===== src/json_number_scanner_core_macros.svh =====
// Assertion macros for the JSON number scanner.
`ifndef JSON_NUMBER_SCANNER_CORE_MACROS_SVH
`define JSON_NUMBER_SCANNER_CORE_MACROS_SVH
`ifndef SYNTH
`define JNS_ASSERT(label, prop) \
  label: assert property (@(posedge clk) disable iff (rst) prop) \
    else $error("json number scanner: assertion failed");
`define JNS_ASSERT_IMPL(label, cond, concl) \
  label: assert property (@(posedge clk) disable iff (rst) (cond) |-> (concl)) \
    else $error("json number scanner: implication failed");
`else
`define JNS_ASSERT(label, prop)
`define JNS_ASSERT_IMPL(label, cond, concl)
`endif
`endif


===== src/jns_pkg.sv =====
// Types, codes and character constants for the JSON number scanner.
package jns_pkg;

  localparam logic [15:0] CH_NUL   = 16'd0;
  localparam logic [15:0] CH_TAB   = 16'd9;
  localparam logic [15:0] CH_LF    = 16'd10;
  localparam logic [15:0] CH_CR    = 16'd13;
  localparam logic [15:0] CH_SPACE = 16'd32;
  localparam logic [15:0] CH_PLUS  = 16'd43;
  localparam logic [15:0] CH_MINUS = 16'd45;
  localparam logic [15:0] CH_POINT = 16'd46;
  localparam logic [15:0] CH_ZERO  = 16'd48;
  localparam logic [15:0] CH_NINE  = 16'd57;
  localparam logic [15:0] CH_UPPER_E = 16'd69;
  localparam logic [15:0] CH_LOWER_E = 16'd101;

  localparam logic [15:0] COUNT_MAX   = 16'hFFFF;
  localparam logic [16:0] EXP_MAG_MAX = 17'h1FFFF;

  localparam logic [1:0] STATUS_INT   = 2'd0;
  localparam logic [1:0] STATUS_FLOAT = 2'd1;
  localparam logic [1:0] STATUS_ERROR = 2'd2;

  typedef enum logic [3:0] {
    PH_START    = 4'd0,
    PH_MINUS    = 4'd1,
    PH_ZERO     = 4'd2,
    PH_INT      = 4'd3,
    PH_POINT    = 4'd4,
    PH_FRAC     = 4'd5,
    PH_EXP_E    = 4'd6,
    PH_EXP_SIGN = 4'd7,
    PH_EXP_DIG  = 4'd8
  } phase_t;

  typedef struct packed {
    phase_t      phase;
    logic        sign_seen;
    logic [63:0] acc;
    logic        acc_sat;
    logic [15:0] frac_count;
    logic        exp_neg;
    logic [16:0] exp_acc;
    logic [15:0] char_count;
    logic        float_seen;
  } scan_state_t;

  typedef struct packed {
    logic [1:0]         status;
    logic               negative;
    logic [63:0]        significand;
    logic               significand_overflow;
    logic signed [16:0] decimal_exponent;
    logic [15:0]        length;
    logic [15:0]        end_char;
  } scan_result_t;

  localparam scan_state_t STATE_CLEAR = '{
    phase: PH_START, sign_seen: 1'b0, acc: 64'd0, acc_sat: 1'b0,
    frac_count: 16'd0, exp_neg: 1'b0, exp_acc: 17'd0, char_count: 16'd0,
    float_seen: 1'b0
  };

endpackage


===== src/jns_step.sv =====
// Per-character step of the number scanner: next state and result.
module jns_step (
  input  jns_pkg::scan_state_t  st,
  input  logic [15:0]           ch,
  input  logic                  top_level,
  output jns_pkg::scan_state_t  nxt,
  output logic                  emit,
  output jns_pkg::scan_result_t res
);

  logic        dig;
  logic [3:0]  d;
  logic        ws;
  logic        is_e;
  logic        lead;
  logic        exp_lead;
  logic        err;
  logic [67:0] acc10;
  logic [63:0] acc_add;
  logic        sat_add;
  logic [20:0] exp10;
  logic [16:0] exp_add;
  logic [15:0] cnt_inc;
  logic [15:0] frac_inc;
  logic signed [18:0] exp_signed;
  logic signed [18:0] exp_net;

  assign dig  = (ch >= jns_pkg::CH_ZERO) && (ch <= jns_pkg::CH_NINE);
  assign d    = dig ? ch[3:0] : 4'd0;
  assign ws   = ch inside {jns_pkg::CH_SPACE, jns_pkg::CH_TAB, jns_pkg::CH_LF, jns_pkg::CH_CR};
  assign is_e = ch inside {jns_pkg::CH_LOWER_E, jns_pkg::CH_UPPER_E};

  // acc * 10 + d as two shifts and two adds; any carry past bit 63 saturates
  assign acc10 = ({4'd0, st.acc} << 3) + ({4'd0, st.acc} << 1) + {64'd0, d};
  always_comb begin
    if (st.acc_sat) begin
      acc_add = st.acc;
      sat_add = 1'b1;
    end else if (acc10[67:64] != 4'd0) begin
      acc_add = '1;
      sat_add = 1'b1;
    end else begin
      acc_add = acc10[63:0];
      sat_add = 1'b0;
    end
  end

  assign exp10   = ({4'd0, st.exp_acc} << 3) + ({4'd0, st.exp_acc} << 1) + {17'd0, d};
  assign exp_add = (exp10 > {4'd0, jns_pkg::EXP_MAG_MAX}) ? jns_pkg::EXP_MAG_MAX : exp10[16:0];

  assign cnt_inc  = (st.char_count < jns_pkg::COUNT_MAX) ? st.char_count + 16'd1 : st.char_count;
  assign frac_inc = (st.frac_count < jns_pkg::COUNT_MAX) ? st.frac_count + 16'd1 : st.frac_count;

  // minus phase and a start character that is neither skipped nor a minus share one path
  assign lead = (st.phase == jns_pkg::PH_MINUS) ||
                ((st.phase == jns_pkg::PH_START) && !(top_level && ws) &&
                 (ch != jns_pkg::CH_MINUS));
  assign exp_lead = (st.phase == jns_pkg::PH_EXP_SIGN) ||
                    ((st.phase == jns_pkg::PH_EXP_E) &&
                     !(ch inside {jns_pkg::CH_PLUS, jns_pkg::CH_MINUS}));

  // decode: does this character end the number, and is that an error
  always_comb begin
    emit = 1'b0;
    err  = 1'b0;
    if (lead) begin
      emit = !dig;
      err  = !dig;
    end else if (exp_lead) begin
      emit = !dig;
      err  = !dig;
    end else begin
      case (st.phase)
        jns_pkg::PH_ZERO:    emit = (ch != jns_pkg::CH_POINT);
        jns_pkg::PH_INT:     emit = !dig && (ch != jns_pkg::CH_POINT) && !is_e;
        jns_pkg::PH_POINT: begin
          emit = !dig;
          err  = !dig;
        end
        jns_pkg::PH_FRAC:    emit = !dig && !is_e;
        jns_pkg::PH_EXP_DIG: emit = !dig;
        default: begin
          emit = 1'b0;
          err  = 1'b0;
        end
      endcase
    end
  end

  // next state
  always_comb begin
    nxt = st;
    if (emit) begin
      nxt = jns_pkg::STATE_CLEAR;
    end else if (lead) begin
      nxt.char_count = cnt_inc;
      if (ch == jns_pkg::CH_ZERO) begin
        nxt.phase = jns_pkg::PH_ZERO;
      end else begin
        nxt.acc     = acc_add;
        nxt.acc_sat = sat_add;
        nxt.phase   = jns_pkg::PH_INT;
      end
    end else if (exp_lead) begin
      nxt.exp_acc    = exp_add;
      nxt.char_count = cnt_inc;
      nxt.phase      = jns_pkg::PH_EXP_DIG;
    end else begin
      case (st.phase)
        jns_pkg::PH_START: begin
          if (!(top_level && ws)) begin
            nxt.sign_seen  = 1'b1;
            nxt.char_count = cnt_inc;
            nxt.phase      = jns_pkg::PH_MINUS;
          end
        end
        jns_pkg::PH_ZERO: begin
          nxt.char_count = cnt_inc;
          nxt.phase      = jns_pkg::PH_POINT;
        end
        jns_pkg::PH_INT: begin
          nxt.char_count = cnt_inc;
          if (dig) begin
            nxt.acc     = acc_add;
            nxt.acc_sat = sat_add;
          end else if (ch == jns_pkg::CH_POINT) begin
            nxt.phase = jns_pkg::PH_POINT;
          end else begin
            nxt.phase = jns_pkg::PH_EXP_E;
          end
        end
        jns_pkg::PH_POINT, jns_pkg::PH_FRAC: begin
          nxt.char_count = cnt_inc;
          if (dig) begin
            nxt.acc        = acc_add;
            nxt.acc_sat    = sat_add;
            nxt.frac_count = frac_inc;
            nxt.float_seen = 1'b1;
            nxt.phase      = jns_pkg::PH_FRAC;
          end else begin
            nxt.phase = jns_pkg::PH_EXP_E;
          end
        end
        jns_pkg::PH_EXP_E: begin
          nxt.exp_neg    = (ch == jns_pkg::CH_MINUS);
          nxt.char_count = cnt_inc;
          nxt.phase      = jns_pkg::PH_EXP_SIGN;
        end
        jns_pkg::PH_EXP_DIG: begin
          nxt.exp_acc    = exp_add;
          nxt.char_count = cnt_inc;
        end
        default: nxt = jns_pkg::STATE_CLEAR;
      endcase
    end
  end

  // result fields
  assign exp_signed = st.exp_neg ? -$signed({2'b00, st.exp_acc}) : $signed({2'b00, st.exp_acc});
  assign exp_net    = exp_signed - $signed({3'b000, st.frac_count});

  always_comb begin
    res.status               = err ? jns_pkg::STATUS_ERROR :
                               (st.float_seen ? jns_pkg::STATUS_FLOAT : jns_pkg::STATUS_INT);
    res.negative             = st.sign_seen;
    res.significand          = err ? 64'd0 : st.acc;
    res.significand_overflow = err ? 1'b0 : st.acc_sat;
    res.length               = st.char_count;
    res.end_char             = ch;
    if (err) begin
      res.decimal_exponent = 17'sd0;
    end else if (exp_net < -19'sd65536) begin
      res.decimal_exponent = -17'sd65536;
    end else if (exp_net > 19'sd65535) begin
      res.decimal_exponent = 17'sd65535;
    end else begin
      res.decimal_exponent = exp_net[16:0];
    end
  end

endmodule


===== src/json_number_scanner_core.sv =====
// Top level of the JSON number scanner: input register, scan state, result register.
// Takes one 16-bit character per transfer and emits one result when a character ends a
// number or breaks its syntax; that ending character is consumed and reported as end_char.
// A character can be taken every cycle unless input stalls: it is held in the input register
// and then folded into the scan state by combinational logic (the 64-bit times-ten accumulate
// sets the clock), and a result passes through the input register and then the result register.
// While a result waits, characters that do not end a number keep flowing; one that does
// is held in the input register, and input stalls, until the pending result is taken.
// Write top_level (reset 1, skip leading whitespace) only while no number is in progress.
`include "json_number_scanner_core_macros.svh"
module json_number_scanner_core (
  input  logic               clk,
  input  logic               rst,
  input  logic               cfg_wr_en,
  input  logic               cfg_wr_data,
  input  logic               in_valid,
  output logic               in_ready,
  input  logic [15:0]        ch,
  output logic               out_valid,
  input  logic               out_ready,
  output logic [1:0]         status,
  output logic               negative,
  output logic [63:0]        significand,
  output logic               significand_overflow,
  output logic signed [16:0] decimal_exponent,
  output logic [15:0]        length,
  output logic [15:0]        end_char
);

  logic                  top_level;
  logic                  in_full;
  logic [15:0]           in_ch;
  logic                  fire;
  logic                  emit;
  jns_pkg::scan_state_t  st;
  jns_pkg::scan_state_t  st_next;
  jns_pkg::scan_result_t res;

  // only a character that ends a number has to wait for the result register
  assign fire     = in_full && (!emit || !out_valid || out_ready);
  assign in_ready = !in_full || fire;

  jns_step u_step (
    .st        (st),
    .ch        (in_ch),
    .top_level (top_level),
    .nxt       (st_next),
    .emit      (emit),
    .res       (res)
  );

  always_ff @(posedge clk) begin
    if (rst) begin
      top_level <= 1'b1;
    end else if (cfg_wr_en) begin
      top_level <= cfg_wr_data;
    end
  end

  always_ff @(posedge clk) begin
    if (rst) begin
      in_full <= 1'b0;
    end else if (in_valid && in_ready) begin
      in_full <= 1'b1;
    end else if (fire) begin
      in_full <= 1'b0;
    end
  end

  always_ff @(posedge clk) begin
    if (in_valid && in_ready) begin
      in_ch <= ch;
    end
  end

  always_ff @(posedge clk) begin
    if (rst) begin
      st <= jns_pkg::STATE_CLEAR;
    end else if (fire) begin
      st <= st_next;
    end
  end

  always_ff @(posedge clk) begin
    if (rst) begin
      out_valid <= 1'b0;
    end else if (fire && emit) begin
      out_valid <= 1'b1;
    end else if (out_ready) begin
      out_valid <= 1'b0;
    end
  end

  always_ff @(posedge clk) begin
    if (fire && emit) begin
      status               <= res.status;
      negative             <= res.negative;
      significand          <= res.significand;
      significand_overflow <= res.significand_overflow;
      decimal_exponent     <= res.decimal_exponent;
      length               <= res.length;
      end_char             <= res.end_char;
    end
  end

  // an error result carries no number
  `JNS_ASSERT_IMPL(a_error_clean, out_valid && (status == jns_pkg::STATUS_ERROR), (significand == 64'd0) && !significand_overflow && (decimal_exponent == 17'sd0))
  // saturation pins the significand at all ones
  `JNS_ASSERT_IMPL(a_sat_all_ones, out_valid && significand_overflow, significand == '1)
  // nothing is counted or accumulated before the first character of a number
  `JNS_ASSERT_IMPL(a_start_clear, st.phase == jns_pkg::PH_START, (st.char_count == 16'd0) && (st.acc == 64'd0) && !st.sign_seen)
  // a new result is only loaded into a free or draining output register
  `JNS_ASSERT(a_no_overwrite, (out_valid && !out_ready) |=> $stable(end_char) && out_valid)

endmodule


===== config.mk =====
export PLATFORM = sky130hd
export DESIGN_NAME = json_number_scanner_core
export DESIGN_NICKNAME = d
export VERILOG_FILES = /design/src/jns_pkg.sv /design/src/jns_step.sv /design/src/json_number_scanner_core.sv
export VERILOG_INCLUDE_DIRS = /design/src /design/src/src
export SDC_FILE = /design/constraint.sdc
export NUM_CORES = 1
export LEC_CHECK = 0
export ABC_AREA = 0
export BUFFER_PORTS_ARGS = -buffer_cell sky130_fd_sc_hd__buf_2
export CAP_MARGIN = 20
export CELL_PAD_IN_SITES_DETAIL_PLACEMENT = 0
export CELL_PAD_IN_SITES_GLOBAL_PLACEMENT = 1
export CORE_ASPECT_RATIO = 0.7
export CORE_MARGIN = 1
export CORE_UTILIZATION = 48
export CTS_BUF_LIST = sky130_fd_sc_hd__clkbuf_4 sky130_fd_sc_hd__clkbuf_8 sky130_fd_sc_hd__clkbuf_16
export DETAILED_ROUTE_END_ITERATION = 10
export PLACE_DENSITY = 0.8
export SYNTH_ARGS = -nofsm -noshare
export SYNTH_HDL_FRONTEND = slang
export SYNTH_SLANG_ARGS = --single-unit
export TNS_END_PERCENT = 100

===== constraint.sdc =====
create_clock -name clk -period 11.88 [get_ports clk]
set_input_delay 2.376 -clock clk [delete_from_list [all_inputs] [get_ports clk]]
set_output_delay 2.376 -clock clk [all_outputs]
set_load 0.05 [all_outputs]

Word-level counts from Yosys, hierarchy flattened
Cells that the tools add are included.
{"block": "op_classes", "add_sub_neg": 8, "magnitude_cmp": 7, "n_eq_ne": 37, "n_mux": 51, "reduce_logical": 46}
{"op": "two-way mux 65 bit", "n": 3}
{"op": "case mux 65 bit (3 select lines)", "n": 1}
{"op": "two-way mux 64 bit", "n": 2}
{"op": "two-way mux 121 bit", "n": 1}
{"op": "two-way mux 83 bit", "n": 1}
{"op": "two-way mux 81 bit", "n": 1}
{"op": "equality test 16 x 6 -> 1 bit (second input constant)", "n": 5}
{"op": "adder 67 x 65 -> 68 bit", "n": 1}
{"op": "adder 68 x 4 -> 68 bit", "n": 1}
{"op": "two-way mux 16 bit", "n": 4}
{"op": "case mux 16 bit (2 select lines)", "n": 2}
{"op": "two-way mux 17 bit", "n": 3}
{"op": "equality test 16 x 4 -> 1 bit (second input constant)", "n": 3}
{"op": "two-way mux 34 bit", "n": 1}
{"op": "case mux 17 bit (2 select lines)", "n": 1}
{"op": "two-way mux 33 bit", "n": 1}
{"op": "adder 16 x 1 -> 16 bit (second input constant)", "n": 2}
{"op": "equality test 16 x 7 -> 1 bit (second input constant)", "n": 2}
{"op": "less-than comparator 16 bit (second input constant)", "n": 2}
{"op": "inequality test 16 x 6 -> 1 bit (second input constant)", "n": 2}
{"op": "case mux 4 bit (6 select lines)", "n": 1}
{"op": "adder 20 x 18 -> 21 bit", "n": 1}
{"op": "adder 21 x 4 -> 21 bit", "n": 1}
{"op": "> comparator 21 x 17 -> 1 bit (second input constant)", "n": 1}
{"op": "other kinds (40)", "n": 106}
{"block": "totals", "reg_bits": 257, "inputBits": 22, "output_inout_bits": 119, "wordCells": 170}

Longest topological paths before layout
{"block": "depth", "ltp_word": 15, "ltp_mapped": 22, "mapped_depth_nobuf": 19}

Modules after synthesis
Synthesis repeated with hierarchy kept, for this count alone.
{"block": "hier_totals", "cells_unflattened": 2545, "hier_area_um2": 21546.9}
{"module": "jns_step", "n_inst": 1, "cells_per_inst": 1873, "area_per_inst_um2": 12034.0, "seq_area_each_um2": 0.0}
{"module": "json_number_scanner_core", "n_inst": 1, "cells_per_inst": 672, "area_per_inst_um2": 9512.9, "seq_area_each_um2": 6476.2}

Least setup slack after synthesis
Ideal clock, no wire load.
{"block": "synth_timing", "path_kind": "input to register", "from": "input port out_ready", "to": "register, netlist name st[26]", "setup_ns": 0.122, "arrival_ns": 10.625, "t_required_ns": 11.758, "setup_slack_ns": 1.133, "path_stages": 5, "n_path_buf": 1, "cell_sequence": "nor2b_1 > nor4b_2 > nor3_1 > clkbuf_1 > a221o_1"}
{"block": "synth_between", "elab_chain_cells": 3}
{"item": "start: declaration", "line": "json_number_scanner_core.sv:20", "source": "input logic out_ready,"}
{"item": "logical OR 1 bit", "line": "json_number_scanner_core.sv:40", "source": "assign fire = in_full && (!emit || !out_valid || out_ready);"}
{"item": "logical AND 1 bit", "line": "json_number_scanner_core.sv:40"}
{"item": "AND reduction 3 bit (no line)"}
No other way between the ends.
A chain may end at the register's enable or synchronous reset.

Final worst setup path
{"block": "layout_timing", "from": "register in_ch[6]", "to": "register, netlist name st[108]"}
{"block": "layout_between", "elab_chain_cells": 13, "elab_cells_between_ends": 55, "classes_between": "add/sub: 1; order compare: 2; eq/ne: 16; mux: 13; reduce/logical: 23"}
{"item": "start: declaration", "line": "json_number_scanner_core.sv:32", "source": "logic [15:0] in_ch;"}
{"item": "start signal: assignment", "line": "json_number_scanner_core.sv:72", "source": "in_ch <= ch;"}
{"item": "branches (longest 13 deep; another with adder 68 x 4 -> 68 bit)"}
Several ways; the timed one is not identified. The select of a mux whose other input is x is not followed.

==> run_summary.xml <==
<?xml version="1.0" encoding="UTF-8"?>
<metrics>
  <group name="worst_setup_path">
    <metric name="wp_data_arrival" unit="ns">7.03</metric>
    <metric name="slowest_delay" unit="ns">0.71</metric>
    <metric name="worstPathMaxFanout" unit="">83</metric>
    <metric name="cpMaxStageDelayCell" unit="">sky130_fd_sc_hd__buf_4</metric>
    <metric name="worst-path-buf-inv" unit="">2</metric>
    <metric name="worst_path_dominant_cell_family" unit="">compound AO/OA/AOI/OAI gates</metric>
    <metric name="cp_cell_sequence" unit="">nor4bb_1 -&gt; nand2_1 -&gt; nor2_1 -&gt; nand2_1 -&gt; fa_1 -&gt; inv_1 -&gt; ha_1 -&gt; a211oi_1 -&gt; nor2_1 -&gt; o2111a_1 -&gt; o311ai_0 -&gt; a21oi_1 -&gt; a31o_2 -&gt; a21oi_1 -&gt; o21ai_0 -&gt; nand2_2 -&gt; buf_4 -&gt; o31ai_1 -&gt; a22oi_1</metric>
    <metric name="worst-r2r-setup-slack" unit="ns">5.34</metric>
    <metric name="required_time_at_the_worst_slack_endpoint" unit="ns">12.36</metric>
    <metric name="reg2regPathDepth" unit="">19</metric>
    <metric name="endpoint_kind" unit="">flip-flop</metric>
    <metric name="r2r_start" unit="">in_ch[6]</metric>
    <metric name="worst_reg2reg_endpoint" unit="">st[108]</metric>
    <metric name="crit_path_start_kind" unit="">flip-flop</metric>
    <metric name="setup.worst_path.class" unit="">reg -&gt; reg</metric>
  </group>
  <group name="clock_network">
    <metric name="clkLatencyLatePin" unit="ns">0.58</metric>
    <metric name="clkSlewWorstSetupHoldPaths" unit="ns">0.06</metric>
    <metric name="cts_root_buf" unit="">sky130_fd_sc_hd__clkbuf_16</metric>
    <metric name="max-clock-path-buffers" unit="">3</metric>
    <metric name="post_cts.resized_instances" unit="">0</metric>
    <metric name="tritoncts_clock_tree" unit="">yes</metric>
    <metric name="postCtsSetupBuffers" unit="">0</metric>
    <metric name="cts_max_level" unit="">1</metric>
    <metric name="clock_sink_count" unit="">257</metric>
    <metric name="post_cts_hold_buffer_count" unit="">0</metric>
    <metric name="tritoncts.num_buffers" unit="">28</metric>
  </group>
  <group name="logic_synthesis">
    <metric name="synth_enable_flop_cells" unit="">133</metric>
    <metric name="synth.yosys.seq_area_share" unit="">0.373</metric>
    <metric name="postSynthRegisterBits" unit="">257</metric>
    <metric name="synthesis.area" unit="um2">17400</metric>
    <metric name="synthesis.yosys.warnings" unit="">0</metric>
    <metric name="postSynthNetCount" unit="">2075</metric>
    <metric name="synth-adder-area-share" unit="">0.135</metric>
    <metric name="yosysUniqueCellTypes" unit="">79</metric>
    <metric name="synth_xor_area_frac" unit="">0.0560</metric>
    <metric name="dominant_combinational_cell_family_by_area_after_synthesis" unit="">compound AO/OA/AOI/OAI gates</metric>
    <metric name="avgSynthCellArea" unit="um2">9.29</metric>
    <metric name="synth_compound_gate_area_share" unit="">0.229</metric>
    <metric name="synthSimpleGateAreaFrac" unit="">0.167</metric>
    <metric name="synth.area.mux_share" unit="">0.00173</metric>
    <metric name="async_flop_share" unit="">0</metric>
    <metric name="dominantRegCellSynth" unit="">sky130_fd_sc_hd__edfxtp_1</metric>
    <metric name="gate_count_of_the_mapped_netlist" unit="">1869</metric>
  </group>
  <group name="global_routing">
    <metric name="grt_start_max_net_pins" unit="">88</metric>
    <metric name="gr-usage-met2" unit="">0.348</metric>
    <metric name="first_global_vias" unit="">13700</metric>
    <metric name="antenna_found_initial" unit="">2</metric>
    <metric name="grt_util_all_layers" unit="">0.251</metric>
    <metric name="global_route_wire_length_before_repair" unit="um">75200</metric>
    <metric name="grt.overflow.total" unit="">0</metric>
    <metric name="global_route.usage.met1" unit="">0.405</metric>
    <metric name="busiest_layer" unit="">met1</metric>
    <metric name="grtUsageMet3" unit="">0.0385</metric>
  </group>
  <group name="drt">
    <metric name="num_vias" unit="">14800</metric>
    <metric name="final_antenna_net_count" unit="">0</metric>
    <metric name="post_drt_via_cell_ratio" unit="">6.03</metric>
    <metric name="wire_per_inst" unit="um">19.1</metric>
    <metric name="drt-initial-drc-count" unit="">1301</metric>
    <metric name="route.detailed.drc" unit="">0</metric>
    <metric name="detailedRoute.firstPassIterationCount" unit="">5</metric>
    <metric name="wirelength" unit="um">46900</metric>
  </group>
  <group name="sta">
    <metric name="fin_tns_setup" unit="ns">0</metric>
    <metric name="final.min_clock_period" unit="ns">6.54</metric>
    <metric name="timing.final.setup_violations" unit="">0</metric>
    <metric name="timing_hold_violations_final" unit="">0</metric>
    <metric name="finClkSkew" unit="ns">0.0207</metric>
    <metric name="tightest_slew" unit="ns">0.924</metric>
    <metric name="finalCritPeriodShare" unit="">0.551</metric>
    <metric name="finalWorstSetupSlack" unit="ns">5.34</metric>
    <metric name="fmax" unit="MHz">153</metric>
    <metric name="maxSlewHeadroom" unit="">0.384</metric>
    <metric name="slew_viol_final" unit="">0</metric>
    <metric name="rsz0062_at_grt" unit="">false</metric>
  </group>
  <group name="power_and_ir_drop">
    <metric name="power.clock.fraction" unit="">0.449</metric>
    <metric name="ir_drop" unit="uV">89.0</metric>
    <metric name="swShare" unit="">0.248</metric>
    <metric name="power_frac_comb" unit="">0.067</metric>
    <metric name="power.switching" unit="W">0.000493</metric>
    <metric name="internal-power" unit="W">0.00150</metric>
    <metric name="static_leakage" unit="nW">8.49</metric>
    <metric name="proportion_of_power_drawn_by_flip_flops_and_latches" unit="">0.484</metric>
    <metric name="pwr_density_cell" unit="nW/um2">103</metric>
  </group>
  <group name="final_layout">
    <metric name="mostFrequentLayoutCells" unit="">sky130_fd_sc_hd__ha_1, sky130_fd_sc_hd__nor2_1, sky130_fd_sc_hd__a21oi_1</metric>
    <metric name="final_net_count" unit="">2169</metric>
    <metric name="layout_cell_share_with_drive_strength_beyond_1" unit="">0.121</metric>
    <metric name="finish.utilization" unit="">0.552</metric>
    <metric name="final_common_cell" unit="">sky130_fd_sc_hd__ha_1</metric>
    <metric name="antenna_cells_inserted" unit="">0</metric>
    <metric name="p_r_area_growth_vs_syn" unit="%">11.8</metric>
  </group>
  <group name="die">
    <metric name="num_io_pins" unit="">141</metric>
    <metric name="die_w" unit="um">229</metric>
    <metric name="initial_core_utilization" unit="">0.494</metric>
    <metric name="design.die.area" unit="um2">36900</metric>
    <metric name="num_rows" unit="">57</metric>
    <metric name="fp.coreArea" unit="um2">35200</metric>
    <metric name="die_h" unit="um">161</metric>
  </group>
  <group name="placed_design">
    <metric name="io_buffers" unit="">140</metric>
    <metric name="dp_worst_setup_slack" unit="ns">5.51</metric>
    <metric name="place.detailed.hpwl" unit="um">33600</metric>
    <metric name="gpl_wtd_cong" unit="">0.920</metric>
  </group>
  <group name="hold_path">
    <metric name="worstHoldPathType" unit="">reg -&gt; reg</metric>
    <metric name="hold_depth" unit="">0</metric>
    <metric name="holdPathEnd" unit="">negative</metric>
    <metric name="hold_path.startpoint" unit="">st[116]</metric>
  </group>
  <group name="job">
    <metric name="drv.max_cap_violation_count" unit="">0</metric>
  </group>
  <group name="status">
    <metric name="status" unit="">finished clean</metric>
  </group>
</metrics>
[how the worst max path moves through the flow]
stage                    from  endpoint  slack [ns]  cells after the start
floorplan           out_ready    st[26]        1.13                      5
global placement     in_ch[6]    st[86]        5.54                     19
detailed placement   in_ch[6]    st[86]        5.51                     19
CTS                  in_ch[6]    st[86]        5.48                     19
global route         in_ch[6]    st[99]        4.90                     18
finish               in_ch[6]   st[108]        5.34                     19
[sequential cells by signal (all words and copies together), names as in the netlist]
name,count
decimal_exponent,17
end_char,16
in_ch,16
in_full,1
length,16
negative,1
out_valid,1
significand,64
significand_overflow,1
st,121
status,2
top_level,1
[per-layer routing]
layer,wire length [um],vias up
met3,2940,46
met4,749,0
li1,-,7245
met1,24700,7104
met2,18500,409
met5,0,-
[synthesized netlist by cell type (all sizes together) (24+ instances only)]
cell | n | area [um2]
inv | 71 | 267
ha | 179 | 2240
nand4 | 28 | 175
a2111oi | 29 | 273
xnor2 | 74 | 648
a21oi | 143 | 716
clkbuf | 73 | 274
and3 | 28 | 180
and2 | 70 | 438
o41ai | 24 | 210
xor2 | 37 | 324
nor2 | 161 | 609
o21ai | 103 | 519
dfxtp | 124 | 2480
nor3 | 31 | 155
edfxtp | 133 | 3990
nand3 | 52 | 260
a211oi | 31 | 233
nand2 | 124 | 468
o311ai | 35 | 307
a21o | 55 | 413
[cell type report]
class	count	area, um2
Clock buffer	35	790
Clock inverter	17	156
Fill cell	3187	15800
Inverter	71	267
Multi-Input combinational cell	1446	10300
Sequential cell	257	6480
Tap cell	472	591
Timing Repair Buffer	159	872
[stage by stage]
| stage | cells | hold slack [ns] | total power [W] | cell area [um2] |
|---|---|---|---|---|
| after floorplan | 1869 | 0.409 | 0.00108 | 17400 |
| after global placement | 2401 | 0.416 | 0.00111 | 18400 |
| after detailed placement | 2402 | 0.427 | 0.00112 | 18400 |
| after CTS | 2454 | 0.442 | 0.00201 | 19400 |
| after global routing | 2457 | 0.451 | 0.00205 | 19400 |
| final | 2457 | 0.445 | 0.00199 | 19400 |
[power by group through the flow]
stage	Sequential [W]	Combinational (W)	Clock [W]
finish	0.000963	0.000133	0.000894
global route	0.000965	0.000141	0.000946
CTS	0.000963	0.000133	0.000915
detailed placement	0.000983	0.000133	0
global placement	0.000982	0.000130	0
floorplan	0.00104	0.0000415	0
[cells by family after synthesis]
logic type      after synthesis
xor+xnor                    111
fa+ha+maj                   184
simple gates                571
flops                       257
compound gates              577
buf+inv                     166
mux                           3
[worst register-to-register path: stages, from the launching register on]
cell and delay (ns):
sky130_fd_sc_hd__edfxtp_1 0.43, sky130_fd_sc_hd__nor4bb_1 0.62, sky130_fd_sc_hd__nand2_1 0.10, sky130_fd_sc_hd__nor2_1 0.55, sky130_fd_sc_hd__nand2_1 0.20, sky130_fd_sc_hd__fa_1 0.57
sky130_fd_sc_hd__inv_1 0.06, sky130_fd_sc_hd__ha_1 0.31, sky130_fd_sc_hd__a211oi_1 0.32, sky130_fd_sc_hd__nor2_1 0.13, sky130_fd_sc_hd__o2111a_1 0.28, sky130_fd_sc_hd__o311ai_0 0.45
sky130_fd_sc_hd__a21oi_1 0.31, sky130_fd_sc_hd__a31o_2 0.32, sky130_fd_sc_hd__a21oi_1 0.24, sky130_fd_sc_hd__o21ai_0 0.25, sky130_fd_sc_hd__nand2_2 0.15, sky130_fd_sc_hd__buf_4 0.71
sky130_fd_sc_hd__o31ai_1 0.24, sky130_fd_sc_hd__a22oi_1 0.20
Power figures use the tool's default switching activity.
